`src/rtl/cls_pkg.sv`:
```
// Shared constants and types for the circular list store.
// Field widths, operation and status codes, default capacity.
// No dependencies.
package cls_pkg;

  localparam int CAPACITY_DEF = 64;

  localparam int OP_W      = 2;
  localparam int DATA_W    = 32;
  localparam int OFFSET_W  = 31;
  localparam int STATUS_W  = 2;
  localparam int COUNT_W   = 7;
  localparam int DIV_CNT_W = $clog2(OFFSET_W);

  typedef enum logic [OP_W-1:0] {
    OP_PUSH_FRONT = 2'd0,
    OP_PUSH_BACK  = 2'd1,
    OP_POP_FRONT  = 2'd2,
    OP_READ       = 2'd3
  } op_t;

  typedef enum logic [STATUS_W-1:0] {
    ST_OK    = 2'd0,
    ST_EMPTY = 2'd1,
    ST_FULL  = 2'd2
  } status_t;

endpackage

```
`src/rtl/circular_list_store.sv`:
```
// Circular list store: a bounded ring of signed 32-bit values with a head
// index and an element count. Push front, push back and pop front, as well
// as any request on an empty store, go from S_IDLE straight to S_FIN, which
// loads their response into the output register once the output slot is
// free; the block then returns to S_IDLE to take the next request. A read at
// an offset passes through S_DIV, S_READ and S_FIN. In S_DIV the offset is
// reduced modulo the live count by a bit-serial restoring remainder, one
// offset bit per cycle over all 31 bits. This is followed by one registered
// ring read in S_READ and the response load in S_FIN. One request is in
// flight at a time; a new request is taken once the previous response sits
// in the output register, and a stalled output holds the block until it is
// taken.
// Depends on cls_pkg.
module circular_list_store #(
  parameter int CAPACITY = cls_pkg::CAPACITY_DEF
) (
  input  logic                              clk,
  input  logic                              rst,
  input  logic                              in_valid,
  output logic                              in_ready,
  input  logic [cls_pkg::OP_W-1:0]          op,
  input  logic signed [cls_pkg::DATA_W-1:0] value,
  input  logic [cls_pkg::OFFSET_W-1:0]      offset,
  output logic                              out_valid,
  input  logic                              out_ready,
  output logic signed [cls_pkg::DATA_W-1:0] read_value,
  output logic [cls_pkg::STATUS_W-1:0]      status,
  output logic [cls_pkg::COUNT_W-1:0]       count
);

  localparam int IW    = $clog2(CAPACITY);
  localparam int CW    = $clog2(CAPACITY + 1);
  localparam int CEXTW = (CW > cls_pkg::COUNT_W) ? CW : cls_pkg::COUNT_W;
  localparam logic [IW:0]   CAP_SUM = (IW + 1)'(CAPACITY);
  localparam logic [CW-1:0] CAP_CNT = CW'(CAPACITY);
  localparam logic [IW-1:0] LAST_IX = IW'(CAPACITY - 1);
  localparam logic [cls_pkg::DIV_CNT_W-1:0] LAST_BIT =
    cls_pkg::DIV_CNT_W'(cls_pkg::OFFSET_W - 1);

  typedef enum logic [1:0] {
    S_IDLE,
    S_DIV,
    S_READ,
    S_FIN
  } state_t;

  state_t                              state;
  logic [cls_pkg::OP_W-1:0]            op_q;
  logic [cls_pkg::DATA_W-1:0]          value_q;
  logic [cls_pkg::OFFSET_W-1:0]        off_sr;
  logic [cls_pkg::DIV_CNT_W-1:0]       bit_cnt;
  logic [CW-1:0]                       rem;
  logic [IW-1:0]                       head;
  logic [CW-1:0]                       elems;
  logic [cls_pkg::DATA_W-1:0]          rd_data;
  logic [cls_pkg::DATA_W-1:0]          ring [CAPACITY];

  logic                                in_fire;
  logic                                out_free;
  logic                                is_empty;
  logic                                is_full;
  logic [CW:0]                         rem_shift;
  logic [CW-1:0]                       rem_next;
  logic [IW-1:0]                       rd_addr;
  logic [IW-1:0]                       head_next;
  logic [CW-1:0]                       elems_next;
  logic [CEXTW-1:0]                    elems_ext;
  cls_pkg::status_t                    status_next;
  logic [cls_pkg::DATA_W-1:0]          rd_next;
  logic                                wr_en;
  logic [IW-1:0]                       wr_addr;

  // a + b with both below CAPACITY, wrapped round the ring
  function automatic logic [IW-1:0] wrap_add(logic [IW-1:0] a, logic [IW-1:0] b);
    logic [IW:0] sum;
    sum = {1'b0, a} + {1'b0, b};
    if (sum >= CAP_SUM) begin
      sum = sum - CAP_SUM;
    end
    return sum[IW-1:0];
  endfunction

  assign in_ready = (state == S_IDLE);
  assign in_fire  = in_valid && in_ready;
  assign out_free = !out_valid || out_ready;
  assign is_empty = (elems == '0);
  assign is_full  = (elems == CAP_CNT);

  // restoring remainder step, offset MSB first
  always_comb begin
    rem_shift = {rem, off_sr[cls_pkg::OFFSET_W-1]};
    if (rem_shift >= {1'b0, elems}) begin
      rem_next = CW'(rem_shift - {1'b0, elems});
    end else begin
      rem_next = rem_shift[CW-1:0];
    end
  end

  assign rd_addr = wrap_add(head, rem[IW-1:0]);

  always_comb begin
    head_next   = head;
    elems_next  = elems;
    status_next = cls_pkg::ST_OK;
    rd_next     = '0;
    wr_en       = 1'b0;
    wr_addr     = head;
    case (cls_pkg::op_t'(op_q))
      cls_pkg::OP_PUSH_FRONT: begin
        if (is_full) begin
          status_next = cls_pkg::ST_FULL;
        end else begin
          head_next  = (head == '0) ? LAST_IX : head - 1'b1;
          wr_addr    = head_next;
          wr_en      = 1'b1;
          elems_next = elems + 1'b1;
        end
      end
      cls_pkg::OP_PUSH_BACK: begin
        if (is_full) begin
          status_next = cls_pkg::ST_FULL;
        end else begin
          wr_addr    = wrap_add(head, elems[IW-1:0]);
          wr_en      = 1'b1;
          elems_next = elems + 1'b1;
        end
      end
      cls_pkg::OP_POP_FRONT: begin
        if (is_empty) begin
          status_next = cls_pkg::ST_EMPTY;
        end else begin
          head_next  = (head == LAST_IX) ? '0 : head + 1'b1;
          elems_next = elems - 1'b1;
        end
      end
      default: begin
        if (is_empty) begin
          status_next = cls_pkg::ST_EMPTY;
        end else begin
          rd_next = rd_data;
        end
      end
    endcase
  end

  assign elems_ext = CEXTW'(elems_next);

  always_ff @(posedge clk) begin
    if (state == S_READ) begin
      rd_data <= ring[rd_addr];
    end
    if (state == S_FIN && out_free && wr_en) begin
      ring[wr_addr] <= value_q;
    end
  end

  always_ff @(posedge clk) begin
    if (rst) begin
      state     <= S_IDLE;
      head      <= '0;
      elems     <= '0;
      out_valid <= 1'b0;
      bit_cnt   <= '0;
      rem       <= '0;
    end else begin
      // a response loaded in S_FIN takes over the slot being drained
      if (out_valid && out_ready && state != S_FIN) begin
        out_valid <= 1'b0;
      end
      case (state)
        S_IDLE: begin
          if (in_fire) begin
            op_q    <= op;
            value_q <= value;
            off_sr  <= offset;
            bit_cnt <= '0;
            rem     <= '0;
            if (cls_pkg::op_t'(op) == cls_pkg::OP_READ && !is_empty) begin
              state <= S_DIV;
            end else begin
              state <= S_FIN;
            end
          end
        end
        S_DIV: begin
          rem     <= rem_next;
          off_sr  <= {off_sr[cls_pkg::OFFSET_W-2:0], 1'b0};
          bit_cnt <= bit_cnt + 1'b1;
          if (bit_cnt == LAST_BIT) begin
            state <= S_READ;
          end
        end
        S_READ: begin
          state <= S_FIN;
        end
        S_FIN: begin
          if (out_free) begin
            head       <= head_next;
            elems      <= elems_next;
            read_value <= rd_next;
            status     <= status_next;
            count      <= elems_ext[cls_pkg::COUNT_W-1:0];
            out_valid  <= 1'b1;
            state      <= S_IDLE;
          end
        end
        default: begin
          state <= S_IDLE;
        end
      endcase
    end
  end

endmodule

```
`config.mk`:
```
export PLATFORM = sky130hd
export DESIGN_NAME = circular_list_store
export DESIGN_NICKNAME = d
export VERILOG_FILES = /design/src/rtl/cls_pkg.sv /design/src/rtl/circular_list_store.sv
export SDC_FILE = /design/constraint.sdc
export NUM_CORES = 2
export LEC_CHECK = 0
export BUFFER_PORTS_ARGS = -buffer_cell sky130_fd_sc_hd__buf_2
export CELL_PAD_IN_SITES_DETAIL_PLACEMENT = 1
export CELL_PAD_IN_SITES_GLOBAL_PLACEMENT = 1
export CORE_ASPECT_RATIO = 1.4
export CORE_MARGIN = 4
export CORE_UTILIZATION = 40
export CTS_CLUSTER_DIAMETER = 30
export DETAILED_ROUTE_END_ITERATION = 12
export GPL_TIMING_DRIVEN = 0
export PLACE_DENSITY_LB_ADDON = 0.1
export RECOVER_POWER = 50
export SLEW_MARGIN = 40
export SYNTH_ARGS = -nofsm -noshare
export SYNTH_HDL_FRONTEND = slang
export SYNTH_SLANG_ARGS = --single-unit
```
`constraint.sdc`:
```
create_clock -name clk -period 13 [get_ports clk]
set_clock_uncertainty 0.2 [all_clocks]
set_input_delay 0.65 -clock clk [delete_from_list [all_inputs] [get_ports clk]]
set_output_delay 0.65 -clock clk [all_outputs]
set_load 0.01 [all_outputs]
```
==> flow_summary.yaml <==
clock_network:
  h-tree-depth: 5
  cts-root-buf: "clkbuf_16"
  clkLatencyLatePin_ns: 0.87
  cts_buffers: 394
  clk_pin_slew_ns: 0.05
  clockBufferDepth: 4
  cts_tree: "yes"
  cts_num_sinks: 2214
  post_cts_resized: 0
critical_path:
  path_buf_inv: 3
  end_kind: "register"
  critPathLaunch: "rem[0]"
  slowest_delay_ns: 0.68
  r2r-start: "rem[0]"
  critPathKind: "register to register"
  crit_fanout: 10
  path_cells: "ha_1, fa_1, clkbuf_1, clkbuf_2, clkbuf_1, mux4_2, mux4_2, a22oi_1, nand2_1"
  crit_arrival_ns: 5.76
  cp_top_family: "buffers and inverters"
  start_kind: "register"
  crit_slowest_cell: "clkbuf_1"
  critPathRequiredTime_ns: 13.32
drt:
  wire_per_inst_microns: 32.2
  first_pass_iters: 6
  vias_per_cell: 5.50
  drcViolationCount: 0
  vias: 43200
  drt_wl_total_microns: 253000
  drt-initial-drc-count: 4218
  ant_nets: 0
yosys:
  yosysWarnings: 0
  synth_ff_type: "edfxtp_1"
  avgSynthCellArea_sq_um: 23.4
  ys_seq_elements: 2214
  synth_cell_types: 66
  syn_nets: 3749
  synth-seq-area-share_pct: 77.6
  ys_async_sr_fraction_pct: 0
  synth-edff-count: 2186
  syn_inst: 3644
  syn_area_sq_um: 85300
worst_hold_path:
  hold_class: "primary input to register"
  min_from: "in_valid"
placement:
  io_buffer_count: 110
  post-place-ws_ns: 7.62
  place.gp.congestion: 0.811
  dpl.hpwl_microns: 180000
sta:
  setup_viol: 0
  tightest_slew_ns: 1.14
  min_period_over_period_pct: 41.8
  fmax_mhz: 184
  fin_tns_setup_ns: 0
  setup_slack_ns: 7.57
  hold_viol_final: 0
  slew_headroom_pct: 23.9
  grt_setup_unrepaired: "false"
  slew_viol_final: 0
  min_period_ns: 5.43
global_route:
  grt_pass1_vias: 47000
  grt_use_met3_pct: 4.51
  grt_usage_pct: 23.0
  grt_pass1_wl_microns: 357000
  grt_max_degree: 22
  grtUsageMet2_pct: 39.6
  antenna_found_initial: 11
  grt.busiest_layer: "met2"
  grt_overflow: 0
  use_met1_pct: 29.1
cells_and_area:
  drive_gt1_share_pct: 38.6
  area_delta_synth_final_pct: 26.2
  fin_nets: 4796
job:
  max-cap-violations: 0
power:
  powerDensity_nw_per_um2: 200
  vdd_drop_max_mv: 0.115
  cellLeakagePower_uw: 0.0349
  power_uw: 21500
floorplan:
  die_h_microns: 554
  io_pins: 112
  start_util_pct: 40.2
  die_area_sq_um: 221000
  coreArea_sq_um: 212000
  fp-row-count: 200
  fp.dieW_microns: 398
run_status:
  status: "finished clean"
registers in the layout, indices dropped and copies added, names as in the netlist:
signal      count
elems           7
state           2
rd_data        32
value_q        32
count           7
read_value     32
bit_cnt         5
status          2
op_q            2
ring         2048
rem             7
off_sr         31
out_valid       1
head            6
where the power goes:
| part | leakage (uW) | internal, uW | switching (uW) |
|---|---|---|---|
| clock | 0.00647 | 6780 | 3610 |
| sequential | 0.0199 | 8110 | 61.6 |
| combinational | 0.00848 | 1160 | 1750 |
| total | 0.0349 | 16100 | 5420 |
worst min-delay path: stages:
cell      delay (ns)
buf_2           0.11
nand2_1         0.08
o21bai_1        0.10
nor2_1          0.10
cells in the mapped netlist, types with 5 or more instances:
library cell / count / area share (%)
dfxtp_1: 28 / 0.66
a21oi_1: 37 / 0.22
nand2b_1: 8 / 0.059
edfxtp_1: 2186 / 77
and2_1: 34 / 0.25
ha_1: 33 / 0.48
buf_2: 62 / 0.36
nor2_1: 71 / 0.31
inv_1: 26 / 0.11
mux4_2: 640 / 17
nand3_1: 9 / 0.053
o31ai_1: 7 / 0.062
nor2b_1: 12 / 0.088
o22ai_1: 6 / 0.044
xnor2_1: 8 / 0.082
nor3_1: 49 / 0.29
nor3_2: 10 / 0.12
a22oi_1: 70 / 0.62
xor2_1: 6 / 0.062
o21ai_0: 27 / 0.16
nand4_1: 5 / 0.037
mux2_2: 31 / 0.41
clkbuf_1: 102 / 0.45
nand2_1: 77 / 0.34
buf_1: 23 / 0.10
path summary, 6_finish.rpt:
path	end	slack (ns)	depth (start not counted)
setup / recovery	rd_data[18]	7.57	9
hold reg to reg	read_value[16]	0.32	1
setup reg to reg	rd_data[18]	7.57	9
hold / removal	bit_cnt[2]	0.04	4
kinds of logic after synthesis:
logic type | after synthesis | share of synthesized area (%)
AOI/OAI and AO/OA | 195 | 1.55
xor gates and xnor gates | 14 | 0.144
adders and majority gates | 36 | 0.554
buffers and inverters | 216 | 1.07
DFF | 2214 | 77.6
muxes | 673 | 17.3
and+or+nand+nor | 296 | 1.75
metrics by stage:
step	instances	area (sq um)	utilization, %	hold slack, ns
finish	7852	108000	50.7	0.0426
global route	7847	108000	50.7	0.0674
CTS	7846	109000	51.4	0.0336
detailed placement	7057	94900	44.7	0.316
global placement	6582	89400	42.1	0.300
floorplan	3644	85300	-	0.273
final cells by class:
type	instances	area (sq um)
Fill cell	18700	105000
Sequential cell	2214	66200
Multi-Input combinational cell	1214	18600
Clock buffer	445	10200
Timing Repair Buffer	651	4840
Tap cell	2828	3540
Clock inverter	278	3230
Buffer	190	883
Inverter	26	97.6
Antenna cell	6	15.0
cell usage in the layout, fill, tap and decap left out, types with 26 or more instances in the layout:
cell | synthesis | routed
clkinv_4 | 0 | 35
clkbuf_2 | 0 | 40
dfxtp_1 | 28 | 28
buf_4 | 0 | 178
clkinv_2 | 0 | 47
inv_6 | 0 | 43
and2_1 | 34 | 34
inv_1 | 26 | 26
edfxtp_1 | 2186 | 2186
buf_2 | 62 | 238
a21oi_1 | 37 | 37
mux2_2 | 31 | 31
buf_6 | 3 | 42
bufinv_16 | 0 | 55
clkbuf_16 | 0 | 401
clkbuf_1 | 102 | 268
clkinvlp_4 | 0 | 43
nand2_1 | 77 | 77
clkinv_1 | 0 | 44
dlygate4sd3_1 | 0 | 66
a22oi_1 | 70 | 67
nor3_2 | 10 | 40
o21ai_0 | 27 | 26
nor2_1 | 71 | 54
ha_1 | 33 | 33
mux4_2 | 640 | 640
metal layers:
layer  vias up  routed length, microns
met1     23500                   98100
li1      17900                       -
met3       370                   15200
met4         4                    9230
met5         -                      27
met2      1461                  130000
repair_timing:
| item | in CTS | in global routing |
|---|---|---|
| hold buffers | 66 | 0 |
| endpoints found under the hold margin | 67 | 0 |
| buffers inserted | 0 | 0 |
| setup endpoints to repair | 0 | 0 |
No activity file was read; power rests on OpenSTA's default activity.
